## config.mk

```make
export PLATFORM = sky130hd
export DESIGN_NAME = laplace_grid_relaxation_flat
export DESIGN_NICKNAME = d
export VERILOG_FILES = /design/src/rtl/lgr_pkg.sv /design/src/rtl/lgr_if.sv /design/src/rtl/lgr_update.sv /design/src/rtl/laplace_grid_relaxation.sv /design/src/flat_wrapper.sv
export SDC_FILE = /design/constraint.sdc
export NUM_CORES = 1
export LEC_CHECK = 0
export BUFFER_PORTS_ARGS = -buffer_cell sky130_fd_sc_hd__buf_2
export CAP_MARGIN = 10
export CORE_ASPECT_RATIO = 0.8
export CORE_MARGIN = 10
export CORE_UTILIZATION = 50
export CTS_BUF_LIST = sky130_fd_sc_hd__clkbuf_16
export CTS_CLUSTER_SIZE = 20
export DETAILED_ROUTE_END_ITERATION = 6
export PLACE_DENSITY = 0.67
export SLEW_MARGIN = 30
export SYNTH_ARGS = -nofsm -noshare
export SYNTH_HDL_FRONTEND = slang
export SYNTH_SLANG_ARGS = --single-unit
```

## constraint.sdc

```tcl
create_clock -name clk -period 11.71 [get_ports clk]
set_input_delay 2.342 -clock clk [delete_from_list [all_inputs] [get_ports clk]]
set_output_delay 2.342 -clock clk [all_outputs]
set_load 0.01 [all_outputs]
```

## src/rtl/lgr_pkg.sv

```systemverilog
// lgr_pkg: shared types, grid constants and sequencer states for the plate relaxation block
// no dependencies
`default_nettype none

package lgr_pkg;

    localparam int GRID_ROWS = 6;
    localparam int GRID_COLS = 8;
    localparam int IN_ROWS   = GRID_ROWS - 2;
    localparam int IN_COLS   = GRID_COLS - 2;
    localparam int IN_CELLS  = IN_ROWS * IN_COLS;

    localparam int ROW_W  = (IN_ROWS > 1) ? $clog2(IN_ROWS) : 1;
    localparam int COL_W  = (IN_COLS > 1) ? $clog2(IN_COLS) : 1;
    localparam int ADDR_W = (IN_CELLS > 1) ? $clog2(IN_CELLS) : 1;

    localparam int TEMP_W  = 24;
    localparam int TOL_W   = 23;
    localparam int SWEEP_W = 16;
    localparam int IDX_W   = 3;
    localparam int SUM_W   = TEMP_W + 2;

    localparam logic [SWEEP_W-1:0] MAX_SWEEPS_RESET = 16'd1000;

    typedef logic signed [TEMP_W-1:0] temp_t;
    typedef logic [TEMP_W-1:0]        change_t;
    typedef logic [TOL_W-1:0]         tol_t;
    typedef logic [SWEEP_W-1:0]       sweeps_t;
    typedef logic [IDX_W-1:0]         idx_t;
    typedef logic signed [SUM_W-1:0]  sum_t;

    typedef enum logic [3:0] {
        ST_IDLE,
        ST_CLEAR,
        ST_UP,
        ST_RIGHT,
        ST_DOWN,
        ST_OLD,
        ST_UPD,
        ST_CHECK,
        ST_EMIT_RD,
        ST_EMIT_LD,
        ST_EMIT_WAIT
    } state_t;

endpackage

`default_nettype wire

```

## src/rtl/lgr_if.sv

```systemverilog
// lgr_in_if, lgr_out_if: valid/ready channels for input items and result beats
// depends on lgr_pkg
`default_nettype none

interface lgr_in_if import lgr_pkg::*; ();
    logic  valid;
    logic  ready;
    temp_t top_temp;
    temp_t right_temp;
    temp_t bottom_temp;
    temp_t left_temp;
    tol_t  tolerance;

    modport source (output valid, top_temp, right_temp, bottom_temp, left_temp, tolerance,
                    input ready);
    modport sink   (input valid, top_temp, right_temp, bottom_temp, left_temp, tolerance,
                    output ready);
endinterface

interface lgr_out_if import lgr_pkg::*; ();
    logic    valid;
    logic    ready;
    idx_t    row;
    idx_t    col;
    temp_t   cell_temp;
    sweeps_t sweeps_done;
    logic    hit_cap;
    logic    last;

    modport source (output valid, row, col, cell_temp, sweeps_done, hit_cap, last,
                    input ready);
    modport sink   (input valid, row, col, cell_temp, sweeps_done, hit_cap, last,
                    output ready);
endinterface

`default_nettype wire

```

## src/rtl/lgr_update.sv

```systemverilog
// lgr_update: cell update unit, mean of the neighbour sum and running largest change
// depends on lgr_pkg
`default_nettype none

module lgr_update import lgr_pkg::*;
(
    input  sum_t    sum,
    input  temp_t   old_temp,
    input  change_t largest,
    output temp_t   mean,
    output change_t largest_next
);

    logic signed [TEMP_W:0] diff;
    change_t                abs_diff;

    always_comb
    begin
        mean         = TEMP_W'(sum >>> 2);
        diff         = $signed({mean[TEMP_W-1], mean}) - $signed({old_temp[TEMP_W-1], old_temp});
        abs_diff     = diff[TEMP_W] ? TEMP_W'(-diff) : TEMP_W'(diff);
        largest_next = (abs_diff > largest) ? abs_diff : largest;
    end

endmodule

`default_nettype wire

```

## src/rtl/laplace_grid_relaxation.sv

```systemverilog
// laplace_grid_relaxation: top level, sequencer, cell memory and shared neighbour adder
// depends on lgr_pkg, lgr_if, lgr_update
`default_nettype none

// One item at a time. After an item is taken the interior cells are cleared,
// then each sweep steps every cell through ST_UP, ST_RIGHT, ST_DOWN, ST_OLD and
// ST_UPD and ends in ST_CHECK, a sequence set by the single read port of the cell
// memory and the one adder that gathers the four neighbours. Results leave as one
// beat per cell, each read, loaded and held until taken before the next is read;
// the input is ready again the cycle after the last beat is taken.
module laplace_grid_relaxation import lgr_pkg::*;
(
    input  wire logic    clk,
    input  wire logic    rst_n,
    input  wire logic    cfg_wr_en,
    input  wire sweeps_t cfg_wr_data,
    lgr_in_if.sink       in_ch,
    lgr_out_if.source    out_ch
);

    state_t state_reg, state_next;

    logic [ROW_W-1:0]  row_reg, row_next;
    logic [COL_W-1:0]  col_reg, col_next;
    logic [ADDR_W-1:0] cell_reg, cell_next;
    sum_t              sum_reg, sum_next;
    temp_t             prev_mean_reg, prev_mean_next;
    change_t           largest_reg, largest_next;
    sweeps_t           sweeps_reg, sweeps_next;
    logic              capped_reg, capped_next;
    sweeps_t           max_sweeps_reg;

    temp_t top_reg, right_reg, bottom_reg, left_reg;
    tol_t  tol_reg;

    logic    out_valid_reg, out_valid_next;
    idx_t    out_row_reg, out_col_reg;
    temp_t   out_temp_reg;
    sweeps_t out_sweeps_reg;
    logic    out_cap_reg, out_last_reg;
    logic    out_load;

    temp_t             mem [IN_CELLS];
    logic              mem_we;
    logic [ADDR_W-1:0] mem_raddr;
    temp_t             mem_wdata;
    temp_t             rd_data_reg;

    temp_t   operand;
    sum_t    sum_base;
    temp_t   mean;
    change_t upd_largest;
    sweeps_t cap;
    sweeps_t sweeps_inc;
    logic    in_take;
    logic    row_end, last_row, last_cell;
    logic    converged;

    assign in_take    = in_ch.valid && in_ch.ready;
    assign row_end    = (col_reg == COL_W'(IN_COLS - 1));
    assign last_row   = (row_reg == ROW_W'(IN_ROWS - 1));
    assign last_cell  = (cell_reg == ADDR_W'(IN_CELLS - 1));
    assign cap        = (max_sweeps_reg == '0) ? SWEEP_W'(1) : max_sweeps_reg;
    assign sweeps_inc = sweeps_reg + SWEEP_W'(1);
    assign converged  = (largest_reg < {1'b0, tol_reg});

    lgr_update u_update
    (
        .sum          (sum_reg),
        .old_temp     (rd_data_reg),
        .largest      (largest_reg),
        .mean         (mean),
        .largest_next (upd_largest)
    );

    // next state
    always_comb
    begin
        state_next = state_reg;
        unique case (state_reg)
            ST_IDLE:      if (in_ch.valid) state_next = ST_CLEAR;
            ST_CLEAR:     if (last_cell) state_next = ST_UP;
            ST_UP:        state_next = ST_RIGHT;
            ST_RIGHT:     state_next = ST_DOWN;
            ST_DOWN:      state_next = ST_OLD;
            ST_OLD:       state_next = ST_UPD;
            ST_UPD:       state_next = last_cell ? ST_CHECK : ST_UP;
            ST_CHECK:
            begin
                if (converged || (sweeps_inc >= cap))
                    state_next = ST_EMIT_RD;
                else
                    state_next = ST_UP;
            end
            ST_EMIT_RD:   state_next = ST_EMIT_LD;
            ST_EMIT_LD:   state_next = ST_EMIT_WAIT;
            ST_EMIT_WAIT:
            begin
                if (out_ch.ready)
                    state_next = out_last_reg ? ST_IDLE : ST_EMIT_RD;
            end
            default:      state_next = ST_IDLE;
        endcase
    end

    // datapath control
    always_comb
    begin
        row_next       = row_reg;
        col_next       = col_reg;
        cell_next      = cell_reg;
        sum_next       = sum_reg;
        prev_mean_next = prev_mean_reg;
        largest_next   = largest_reg;
        sweeps_next    = sweeps_reg;
        capped_next    = capped_reg;
        out_valid_next = out_valid_reg;
        out_load       = 1'b0;
        mem_we         = 1'b0;
        mem_wdata      = mean;
        mem_raddr      = cell_reg;
        operand        = rd_data_reg;
        sum_base       = sum_reg;

        unique case (state_reg)
            ST_UP:
            begin
                mem_raddr = cell_reg - ADDR_W'(IN_COLS);
                operand   = (col_reg == '0) ? left_reg : prev_mean_reg;
                sum_base  = '0;
            end
            ST_RIGHT:
            begin
                mem_raddr = cell_reg + ADDR_W'(1);
                operand   = (row_reg == '0) ? top_reg : rd_data_reg;
            end
            ST_DOWN:
            begin
                mem_raddr = cell_reg + ADDR_W'(IN_COLS);
                operand   = row_end ? right_reg : rd_data_reg;
            end
            ST_OLD:
            begin
                mem_raddr = cell_reg;
                operand   = last_row ? bottom_reg : rd_data_reg;
            end
            default:
            begin
                operand  = rd_data_reg;
                sum_base = sum_reg;
            end
        endcase
        sum_next = sum_base + SUM_W'(operand);

        unique case (state_reg)
            ST_IDLE:
            begin
                cell_next    = '0;
                row_next     = '0;
                col_next     = '0;
                largest_next = '0;
                sweeps_next  = '0;
                capped_next  = 1'b0;
            end
            ST_CLEAR:
            begin
                mem_we    = 1'b1;
                mem_wdata = '0;
                cell_next = last_cell ? '0 : cell_reg + ADDR_W'(1);
            end
            ST_UPD:
            begin
                mem_we         = 1'b1;
                prev_mean_next = mean;
                largest_next   = upd_largest;
                cell_next      = last_cell ? '0 : cell_reg + ADDR_W'(1);
                col_next       = row_end ? '0 : col_reg + COL_W'(1);
                if (row_end)
                    row_next = last_row ? '0 : row_reg + ROW_W'(1);
            end
            ST_CHECK:
            begin
                sweeps_next  = sweeps_inc;
                largest_next = '0;
                capped_next  = !converged;
            end
            ST_EMIT_LD:
            begin
                out_load       = 1'b1;
                out_valid_next = 1'b1;
            end
            ST_EMIT_WAIT:
            begin
                if (out_ch.ready)
                begin
                    out_valid_next = 1'b0;
                    cell_next      = last_cell ? '0 : cell_reg + ADDR_W'(1);
                    col_next       = row_end ? '0 : col_reg + COL_W'(1);
                    if (row_end)
                        row_next = last_row ? '0 : row_reg + ROW_W'(1);
                end
            end
            default:
            begin
                mem_we = 1'b0;
            end
        endcase
    end

    always_ff @(posedge clk or negedge rst_n)
    begin
        if (!rst_n)
        begin
            state_reg      <= ST_IDLE;
            row_reg        <= '0;
            col_reg        <= '0;
            cell_reg       <= '0;
            largest_reg    <= '0;
            sweeps_reg     <= '0;
            capped_reg     <= 1'b0;
            out_valid_reg  <= 1'b0;
            max_sweeps_reg <= MAX_SWEEPS_RESET;
        end
        else
        begin
            state_reg     <= state_next;
            row_reg       <= row_next;
            col_reg       <= col_next;
            cell_reg      <= cell_next;
            largest_reg   <= largest_next;
            sweeps_reg    <= sweeps_next;
            capped_reg    <= capped_next;
            out_valid_reg <= out_valid_next;
            if (cfg_wr_en)
                max_sweeps_reg <= cfg_wr_data;
        end
    end

    always_ff @(posedge clk)
    begin
        sum_reg       <= sum_next;
        prev_mean_reg <= prev_mean_next;
        if (in_take)
        begin
            top_reg    <= in_ch.top_temp;
            right_reg  <= in_ch.right_temp;
            bottom_reg <= in_ch.bottom_temp;
            left_reg   <= in_ch.left_temp;
            tol_reg    <= in_ch.tolerance;
        end
        if (out_load)
        begin
            out_row_reg    <= IDX_W'(row_reg);
            out_col_reg    <= IDX_W'(col_reg);
            out_temp_reg   <= rd_data_reg;
            out_sweeps_reg <= sweeps_reg;
            out_cap_reg    <= capped_reg;
            out_last_reg   <= last_cell;
        end
    end

    // cell memory, one write and one registered read port
    always_ff @(posedge clk)
    begin
        if (mem_we)
            mem[cell_reg] <= mem_wdata;
        rd_data_reg <= mem[mem_raddr];
    end

    assign in_ch.ready        = (state_reg == ST_IDLE);
    assign out_ch.valid       = out_valid_reg;
    assign out_ch.row         = out_row_reg;
    assign out_ch.col         = out_col_reg;
    assign out_ch.cell_temp   = out_temp_reg;
    assign out_ch.sweeps_done = out_sweeps_reg;
    assign out_ch.hit_cap     = out_cap_reg;
    assign out_ch.last        = out_last_reg;

endmodule

`default_nettype wire

```

## src/flat_wrapper.sv

```systemverilog
// flat-port wrapper written by rule: the top's interface ports become plain ports
module laplace_grid_relaxation_flat import lgr_pkg::*;
  (clk, rst_n, cfg_wr_en, cfg_wr_data, in_ch_valid, in_ch_top_temp, in_ch_right_temp, in_ch_bottom_temp, in_ch_left_temp, in_ch_tolerance, in_ch_ready, out_ch_valid, out_ch_row, out_ch_col, out_ch_cell_temp, out_ch_sweeps_done, out_ch_hit_cap, out_ch_last, out_ch_ready);
  lgr_in_if in_ch_i ();
  lgr_out_if out_ch_i ();
  input  wire logic clk;
  input  wire logic rst_n;
  input  wire logic cfg_wr_en;
  input  wire sweeps_t cfg_wr_data;
  input wire logic [$bits(in_ch_i.valid)-1:0] in_ch_valid;
  input wire logic [$bits(in_ch_i.top_temp)-1:0] in_ch_top_temp;
  input wire logic [$bits(in_ch_i.right_temp)-1:0] in_ch_right_temp;
  input wire logic [$bits(in_ch_i.bottom_temp)-1:0] in_ch_bottom_temp;
  input wire logic [$bits(in_ch_i.left_temp)-1:0] in_ch_left_temp;
  input wire logic [$bits(in_ch_i.tolerance)-1:0] in_ch_tolerance;
  output wire logic [$bits(in_ch_i.ready)-1:0] in_ch_ready;
  output wire logic [$bits(out_ch_i.valid)-1:0] out_ch_valid;
  output wire logic [$bits(out_ch_i.row)-1:0] out_ch_row;
  output wire logic [$bits(out_ch_i.col)-1:0] out_ch_col;
  output wire logic [$bits(out_ch_i.cell_temp)-1:0] out_ch_cell_temp;
  output wire logic [$bits(out_ch_i.sweeps_done)-1:0] out_ch_sweeps_done;
  output wire logic [$bits(out_ch_i.hit_cap)-1:0] out_ch_hit_cap;
  output wire logic [$bits(out_ch_i.last)-1:0] out_ch_last;
  input wire logic [$bits(out_ch_i.ready)-1:0] out_ch_ready;
  assign in_ch_i.valid = in_ch_valid;
  assign in_ch_i.top_temp = in_ch_top_temp;
  assign in_ch_i.right_temp = in_ch_right_temp;
  assign in_ch_i.bottom_temp = in_ch_bottom_temp;
  assign in_ch_i.left_temp = in_ch_left_temp;
  assign in_ch_i.tolerance = in_ch_tolerance;
  assign in_ch_ready = in_ch_i.ready;
  assign out_ch_valid = out_ch_i.valid;
  assign out_ch_row = out_ch_i.row;
  assign out_ch_col = out_ch_i.col;
  assign out_ch_cell_temp = out_ch_i.cell_temp;
  assign out_ch_sweeps_done = out_ch_i.sweeps_done;
  assign out_ch_hit_cap = out_ch_i.hit_cap;
  assign out_ch_last = out_ch_i.last;
  assign out_ch_i.ready = out_ch_ready;
  laplace_grid_relaxation u_core (.clk(clk), .rst_n(rst_n), .cfg_wr_en(cfg_wr_en), .cfg_wr_data(cfg_wr_data), .in_ch(in_ch_i), .out_ch(out_ch_i));
endmodule
```

Yosys cells after proc, flatten, opt, wreduce, memory -nomap -nowiden
Memory sizes are Yosys's and may differ from the RTL's. A register that Yosys moved wholly into a read port is not among the register bits. Cells that the tools add are included. Widths: inputs -> output; s select.

Add/subtract/negate cells: 9. Magnitude comparators: 3. Equality and inequality tests: 17. Muxes and demuxes: 37. Reduce and logical (&&, ||, !) cells: 19.

Operator list (number): $mux 24 (7); $pmux 24 s4 (1); $pmux 24 s2 (1); $pmux 4 s11 (1); $pmux 16 s2 (1); $pmux 5 s3 (2); $add 26x24->26 (1); $mux 26 (1); $sub 24x24->25 (1); $gt 24x24->1 (1); $lt 24x23->1 (1); $neg 24->24 (1); $mux 4 (5); $add 16x1->16 const B (1); $eq 4x3->1 const B (4); $ge 16x16->1 (1); $logic_not 16->1 (1); $mux 16 (1); $eq 4x4->1 const B (3); $mux 5 (2); $mux 3 (3); $pmux 3 s3 (1); $eq 4x2->1 const B (2); $reduce_and 2->1 (4); 25 further kinds (38).

Flip-flop bits (word level): 288. RAM bits: 576. Input port bits: 140. Output and inout bits: 50. Word-level logic and storage cells: 108. Memories kept: 1.

Memories: u_core.mem (words 24, width 24, read ports 1, clocked after memory_dff 1, write ports 1, RTL line laplace_grid_relaxation.sv:43) `temp_t mem [IN_CELLS];`.

Logic depth before layout (Yosys ltp)
Gate-level depths: netlist of run 1.

Word-level depth: 6. Mapped depth: 25. Mapped depth without buffers: 23.

By module
Synthesis of run 1 repeated with hierarchy kept, for this count alone.

Cells, all modules: 2569. Area total of the unflattened synthesis: 39245.1 µm².

Modules (own cells, without submodules): laplace_grid_relaxation (times used 1, cells each 2138, area each 36197.2 µm², sequential area each 25812.3 µm²); lgr_update (times used 1, cells each 431, area each 3047.9 µm², sequential area each 0.0 µm²).

Worst setup path after synthesis of run 1
OpenSTA, ideal clock, no wires.

Kind: in2reg. From: input port in_ch_valid. To: register u_core.bottom_reg[0], enable pin. Library setup time: 0.491 ns. Arrival time: 5.074 ns. Data required time: 11.219 ns. Setup slack: 6.144 ns. Cell stages on the path: 1. Buffers on the path: 0. Cell sequence: and2_1.

Word-level cells in the longest chain between the ends: 1.

RTL lines: start, declared (RTL line flat_wrapper.sv:10) `input wire logic [$bits(in_ch_i.valid)-1:0] in_ch_valid;`; $logic_and 1x1->1 (RTL line laplace_grid_relaxation.sv:59) `assign in_take = in_ch.valid && in_ch.ready;`; end signal, assigned (RTL line laplace_grid_relaxation.sv:247) `bottom_reg <= in_ch.bottom_temp;`; end, declared (RTL line laplace_grid_relaxation.sv:33) `temp_t top_reg, right_reg, bottom_reg, left_reg;`.

No other way between the ends. A chain may end at the register's enable or synchronous reset.

Worst setup path in the final report of run 1
From: register u_core.rd_data_reg[11] (read register of u_core.mem). To: register u_core.largest_reg[3].

Word-level cells in the longest chain between the ends: 6. Elaborated cells between the ends (all ways): 8. Classes of those cells: add/sub: 2; order compare: 1; eq/ne: 1; mux: 3; reduce/logical: 1.

RTL lines: start, declared (RTL line laplace_grid_relaxation.sv:47) `temp_t rd_data_reg;`; $sub 24x24->25 (*) (RTL line lgr_update.sv:20) `diff = $signed({mean[TEMP_W-1], mean}) - $signed({old_temp[TEMP_W-1], old_temp});`; $neg 24->24 (RTL line lgr_update.sv:21) `abs_diff = diff[TEMP_W] ? TEMP_W'(-diff) : TEMP_W'(diff);`; $mux 24 (*) (RTL line lgr_update.sv:21); $gt 24x24->1 (RTL line lgr_update.sv:22) `largest_next = (abs_diff > largest) ? abs_diff : largest;`; $ne 2x2->1 (no line); $reduce_and 2->1 (no line); end signal, assigned (RTL line laplace_grid_relaxation.sv:230) `largest_reg <= largest_next;`; end, declared (RTL line laplace_grid_relaxation.sv:28) `change_t largest_reg, largest_next;`.

Every way passes the cells marked *; elsewhere a longest branch is shown, timed or not. The select of a mux whose other input is x is not followed.

==> results of run 1 <==
## worst max-delay path, cell delays in order, from the launching register on
cell and delay (ns):
dfxtp_1 0.60, inv_1 0.09, ha_1 0.38, a21oi_1 0.38
o211ai_1 0.21, a311o_1 0.41, nand2_1 0.10, xor2_1 0.26
nor4b_4 0.32, nand3_2 0.18, o41ai_2 0.39, xor2_1 0.16
ha_1 0.32, nand4_1 0.13, nor4_1 0.37, a21oi_1 0.16
a31oi_4 0.77, mux2_2 0.42
## worst paths after layout
| path | cells after the start | end | slack, ns |
|---|---|---|---|
| max | 17 | u_core.largest_reg[3] | 5.92 |
| min | 0 | u_core.prev_mean_reg[0] | 0.45 |
| max reg2reg | 17 | u_core.largest_reg[3] | 5.92 |
| min reg2reg | 0 | u_core.prev_mean_reg[0] | 0.45 |
| max in group asynchronous | 1 | u_core.largest_reg[23] | 9.48 |
| min in group asynchronous | 1 | u_core.row_reg[1] | 1.72 |
## power groups by stage
| stage | sequential, mW | combinational [mW] | clock (mW) |
|---|---|---|---|
| finish | 4.63 | 7.22 | 2.80 |
| global route | 4.66 | 7.95 | 2.97 |
| CTS | 4.62 | 7.21 | 2.85 |
| floorplan | 4.52 | 5.26 | 0 |
| detailed placement | 4.68 | 7.16 | 0 |
| global placement | 4.67 | 6.96 | 0 |
## per-layer routing
| layer | GRT usage | up-vias | part of all wire |
|---|---|---|---|
| li1 | - | 10235 | - |
| met1 | 0.318 | 11666 | 0.45 |
| met2 | 0.319 | 955 | 0.45 |
| met3 | 0.0434 | 144 | 0.078 |
| met4 | 0.0518 | 0 | 0.022 |
| met5 | 0 | - | 0 |
## area by class of cell
cell class | count | area share
inverter | 112 | 0.00938
sequential | 888 | 0.576
clock buffer | 86 | 0.0480
multi-input combinational | 1411 | 0.280
timing repair buffer | 256 | 0.0432
clock inverter | 68 | 0.0150
tap | 1023 | 0.0286
## layout by cell type (no fill, tap or decap), drive strengths merged, types with 6 or more instances in the layout
cell type  instances
o22ai             26
a21o              33
o21ai             92
mux2              24
clkbuf            86
buf              256
nand3             20
a21oi            148
ha               121
dfrtp             66
o31ai              6
a31oi              7
edfxtp           766
nor2b             61
o211ai            33
and3              18
xnor2             43
or3               11
mux2i            122
nor3              47
nand2b            19
nor2             127
dfxtp             50
dfstp              6
nand4             15
a211oi            37
nand2            100
inv              134
xor2              31
bufinv            11
nor4               8
clkinv            33
mux4             144
and2              31
o21a              13
a22o               9
## cell families after synthesis
family / count (synthesis)
XOR/XNOR: 74
AO/OA/AOI/OAI: 445
flip-flops: 888
multiplexers: 290
adder cells (fa/ha/maj): 124
buffers and inverters: 216
AND/OR/NAND/NOR: 477
other: 1
## metrics by stage
stage / util / power, mW / instance area, sq um
after detailed placement: 0.543 / 11.8 / 41900
final: 0.581 / 14.7 / 44800
after CTS: 0.580 / 14.7 / 44700
after global routing: 0.581 / 15.6 / 44800
after floorplan: - / 9.78 / 38900
after global placement: 0.537 / 11.6 / 41400
==> impl_metrics.csv, run 1 <==
group,metric,value,unit
flow_run,maxCapViolations,0,
die,die_w,332,um
synth,synth_enable_flop_cells,766,
worst_setup_path,endpoint_kind,"register",
worst_setup_path,reg2reg_from,"u_core.rd_data_reg[11]",
place,dp.cells,3687,
pwr,power_frac_comb,0.493,
pwr,power.density,327,nW/um^2
clocking,clk_latency,0.66,ns
pwr,switchingPower,5.77,mW
worst_setup_path,worstSetupPathType,"reg2reg",
synth,synthMuxAreaShare,0.122,
clocking,cts_resized,0,
global_routing,grt_max_degree,127,
sta,finalSetupViolCount,0,
synth,synth-compound-area-share,0.0730,
synth,syn_area_per_cell,15.5,sq um
hold_path,min_path_type,"reg2reg",
synth,postSynth.asyncResetShare,0.0811,
clocking,post_cts.repair.setup_buffers,0,
global_routing,grt_overflow,0,
sta,slew_headroom,0.342,
routing,wire_per_inst,25.4,um
final_layout,multi_input_area,12500,sq um
place,dpl.hpwl,65200,um
place,port_buffers,188,
place,place_congestion,0.899,
sta,max_freq,173,MHz
clocking,cts_root_buf,"clkbuf_16",
die,io_pins,190,
worst_setup_path,critical_path_required,12.25,ns
synth,ys.flop_type,"edfxtp_1",
synth,netlist_area,38900,sq um
routing,firstDrtPassIters,6,
worst_setup_path,start_kind,"register",
sta,timing.hold.ws,0.449,ns
final_layout,drive_above_1_share,0.221,
synth,synth_top_family_by_area,"multiplexers",
clocking,hold_buffers,0,
sta,maxSlewViolCount,0,
pwr,p_clk_frac,0.191,
synth,synthTopCellsByCount,"edfxtp_1 (766), a21oi_1 (146), mux4_2 (144)",
clocking,cts_tree,"built",
synth,yosys_warnings,0,
run_status,status,"finished clean",
die,rows,91,
final_layout,area_growth,15.2,%
sta,skew,0.0273,ns
sta,hold_violations,0,
die,initial_core_util,0.505,
global_routing,grt_pass1_wl,148000,um
final_layout,largest_register_ffs,576,
synth,yosysSeqAreaShare,0.663,
pwr,p_leak,16.4,nW
global_routing,gr-usage-all-layers,0.213,
die,die_area,89500,sq um
synth,synth_cell_types,88,
die,die_h,270,um
place,place_ws,6.02,ns
routing,antenna_left,0,
global_routing,grt_pass1_vias,23134,
synth,synthTopCellsByArea,"edfxtp_1 (59%), mux4_2 (8.3%), dfrtp_1 (4.2%), ha_1 (3.9%), mux2i_1 (3.1%)",
clocking,h-tree-depth,3,
synth,yosys.area.top_type,"edfxtp_1",
synth,synth-seq-cells,888,
routing,via_count,23000,
synth,synthAdderAreaFrac,0.0404,
final_layout,antenna_cells,0,
routing,drtIter0Drc,2652,
final_layout,seqCellArea,25800,sq um
clocking,numCtsBuffers,84,
sta,min_period,5.79,ns
worst_setup_path,cp-startpoint,"u_core.rd_data_reg[11]",
synth,syn_inst,2515,
hold_path,min-delay-start,"u_core.sum_reg[2]",
synth,synth_top_area_share,0.591,
pwr,ir_drop,0.274,mV
pwr,switching_share,0.394,
synth,syn_nets,2779,
sta,period_share,0.494,
clocking,clk_pin_slew,0.06,ns
sta,rsz0062_at_grt,"no",
synth,synth_most_common_cell,"edfxtp_1",
clocking,cts_sinks,888,
synth,yosys.area_share.simple,0.0627,
synth,synth_xor_area_frac,0.0170,
clocking,cts_buffer_depth,3,
die,fp.coreArea,77100,sq um
final_layout,fill_cells,5791,
sta,tightest_slew,0.984,ns
routing,post-route-drc-count,0,
sta,finalWorstSetupSlack,5.92,ns
global_routing,antenna_found_initial,1,
routing,drt_wl_total,97800,um
final_layout,finalNetCount,3017,
pwr,p_int,8.89,mW
pwr,power_frac_seq,0.316,
final_layout,finalNonFillerCells,3844,
sta,tns,0,ns
worst_setup_path,crit_fanout,24,
worst_setup_path,arrival,6.33,ns
routing,vias_per_cell,5.98,
Power figures use the tool's default switching activity.
==> run 2, diff against run 1 <==
==> constraint.sdc (replaced) <==
create_clock -name clk -period 5.62 [get_ports clk]
set_input_delay 1.124 -clock clk [delete_from_list [all_inputs] [get_ports clk]]
set_output_delay 1.124 -clock clk [all_outputs]
set_load 0.01 [all_outputs]
==> impl_metrics.csv, run 2 (synthesized netlist as in run 1, its figures left out) <==
group,metric,value,unit
sta,max_freq,185,MHz
global_routing,grt_pass1_vias,22857,
final_layout,utilization,0.585,
worst_setup_path,start_kind,"register",
final_layout,finalNonFillerCells,3869,
pwr,ir_drop,0.395,mV
worst_setup_path,r2r_cells,18,
die,initial_core_util,0.505,
routing,drtIter0Drc,2205,
global_routing,gr-usage-all-layers,0.213,
worst_setup_path,endpoint_kind,"register",
clocking,clk_pin_slew,0.07,ns
final_layout,finalNetCount,3038,
routing,post-route-drc-count,0,
final_layout,drive_above_1_share,0.226,
final_layout,multi_input_area,12500,sq um
hold_path,min-delay-start,"u_core.sum_reg[2]",
routing,drt_wl_total,97800,um
routing,firstDrtPassIters,5,
pwr,p_leak,16.6,nW
final_layout,final_common_cell,"edfxtp_1",
clocking,cts_buffer_depth,3,
sta,tightest_slew,0.957,ns
place,dp.cells,3698,
die,io_pins,190,
global_routing,antenna_found_initial,1,
sta,hold_violations,0,
final_layout,area_growth,15.9,%
place,dpl.hpwl,65900,um
flow_run,maxCapViolations,0,
worst_setup_path,r2r_slack,0.22,ns
place,place_congestion,0.918,
worst_setup_path,arrival,5.94,ns
worst_setup_path,reg2reg_from,"u_core.rd_data_reg[11]",
place,port_buffers,188,
pwr,power,30.7,mW
final_layout,antenna_cells,0,
clocking,clk_latency,0.68,ns
die,die_area,89500,sq um
clocking,h-tree-depth,3,
hold_path,holdPathEnd,"u_core.prev_mean_reg[0]",
worst_setup_path,r2r-end,"u_core.largest_reg[9]",
routing,wire_per_inst,25.3,um
hold_path,whs_path_depth,0,
routing,via_count,23121,
worst_setup_path,crit_fanout,24,
sta,skew,0.0318,ns
die,rows,91,
hold_path,min_path_type,"reg2reg",
global_routing,grt_pass1_wl,147000,um
die,fp.coreArea,77100,sq um
sta,maxSlewViolCount,0,
die,die_w,332,um
final_layout,final_cell_mix,"edfxtp_1 (766), buf_2 (187), a21oi_1 (146), mux4_2 (144), inv_1 (129)",
final_layout,seqCellArea,25800,sq um
clocking,numCtsBuffers,87,
global_routing,grt_max_degree,74,
worst_setup_path,worstSetupPathType,"reg2reg",
routing,antenna_left,0,
die,die_h,270,um
clocking,hold_buffers,0,
sta,slew_headroom,0.360,
clocking,cts_root_buf,"clkbuf_16",
clocking,cts_tree,"built",
routing,vias_per_cell,5.98,
final_layout,largest_register_ffs,576,
final_layout,fill_cells,5784,
sta,min_period,5.40,ns
sta,period_share,0.961,
global_routing,grt_overflow,0,
sta,tns,0,ns
pwr,power.density,681,nW/um^2
clocking,cts_sinks,888,
run_status,status,"finished clean",
worst_setup_path,critical_path_required,6.17,ns
sta,finalSetupViolCount,0,
-- run 2: changes by cell type in the layout (fill, tap and decap cells not counted), moves of 2 or more --
cell       delta
buf_16        +2
clkinv_2      -3
clkinv_16     +2
buf_12        +3
clkinv_1      +6
buf_4        +15
buf_6         -2
inv_16        -2
-- run 2: power breakdown --
part	internal, mW	leakage, nW	switching [mW]
clock network	3.36	1.48	2.58
registers	8.98	8.35	0.625
logic	6.32	6.75	8.86
-- run 2: worst max path at each step --
stage	start	endpoint	slack, ns	cells after the start
final	u_core.rd_data_reg[11]	u_core.largest_reg[9]	0.22	18
after global routing	u_core.rd_data_reg[11]	u_core.largest_reg[8]	-0.004	18
after floorplan	u_core.rd_data_reg[0]	u_core.largest_reg[14]	0.69	19
after detailed placement	u_core.rd_data_reg[11]	u_core.largest_reg[9]	0.28	18
after global placement	u_core.rd_data_reg[11]	u_core.largest_reg[1]	0.33	18
after CTS	u_core.rd_data_reg[11]	u_core.largest_reg[13]	0.23	18
-- run 2: timing repair --
item,CTS,global route
gates resized for setup,0,1
buffers inserted,0,0
setup endpoints to repair,0,23
-- run 2: critical path, stage by stage, from the launching register on --
cell      delay, ns
dfxtp_1        0.59
inv_1          0.09
ha_1           0.38
a21oi_1        0.36
o211ai_1       0.21
a311o_1        0.41
nand2_1        0.10
xor2_1         0.30
nor4b_4        0.33
nand3_2        0.18
o41ai_2        0.37
xor2_1         0.14
ha_1           0.32
nand4_1        0.13
nor4_1         0.36
a21oi_1        0.15
a31oi_2        0.17
buf_6          0.29
mux2_2         0.38
-- run 2: final cells by class --
class / count / share of cell area
sequential: 888 / 0.572
multi-input combinational: 1411 / 0.278
clock buffer: 87 / 0.0483
timing repair buffer: 274 / 0.0474
tap: 1023 / 0.0284
clock inverter: 74 / 0.0162
inverter: 112 / 0.00932
-- run 2: stage by stage --
stage / hold WS, ns / instance area [sq um] / setup WS, ns
CTS: 0.432 / 44800 / 0.232
finish: 0.431 / 45100 / 0.221
floorplan: 0.408 / 38900 / 0.685
global placement: 0.415 / 41500 / 0.326
detailed placement: 0.422 / 41900 / 0.280
global route: 0.453 / 45100 / -0.00415
-- run 2: metal layers --
metal  track usage  part of all wire  up-vias
met5             0           0.00012        -
met3        0.0332             0.065      107
met1         0.326              0.47    11876
met2         0.317              0.45      858
li1              -                 -    10278
met4        0.0460             0.017        2
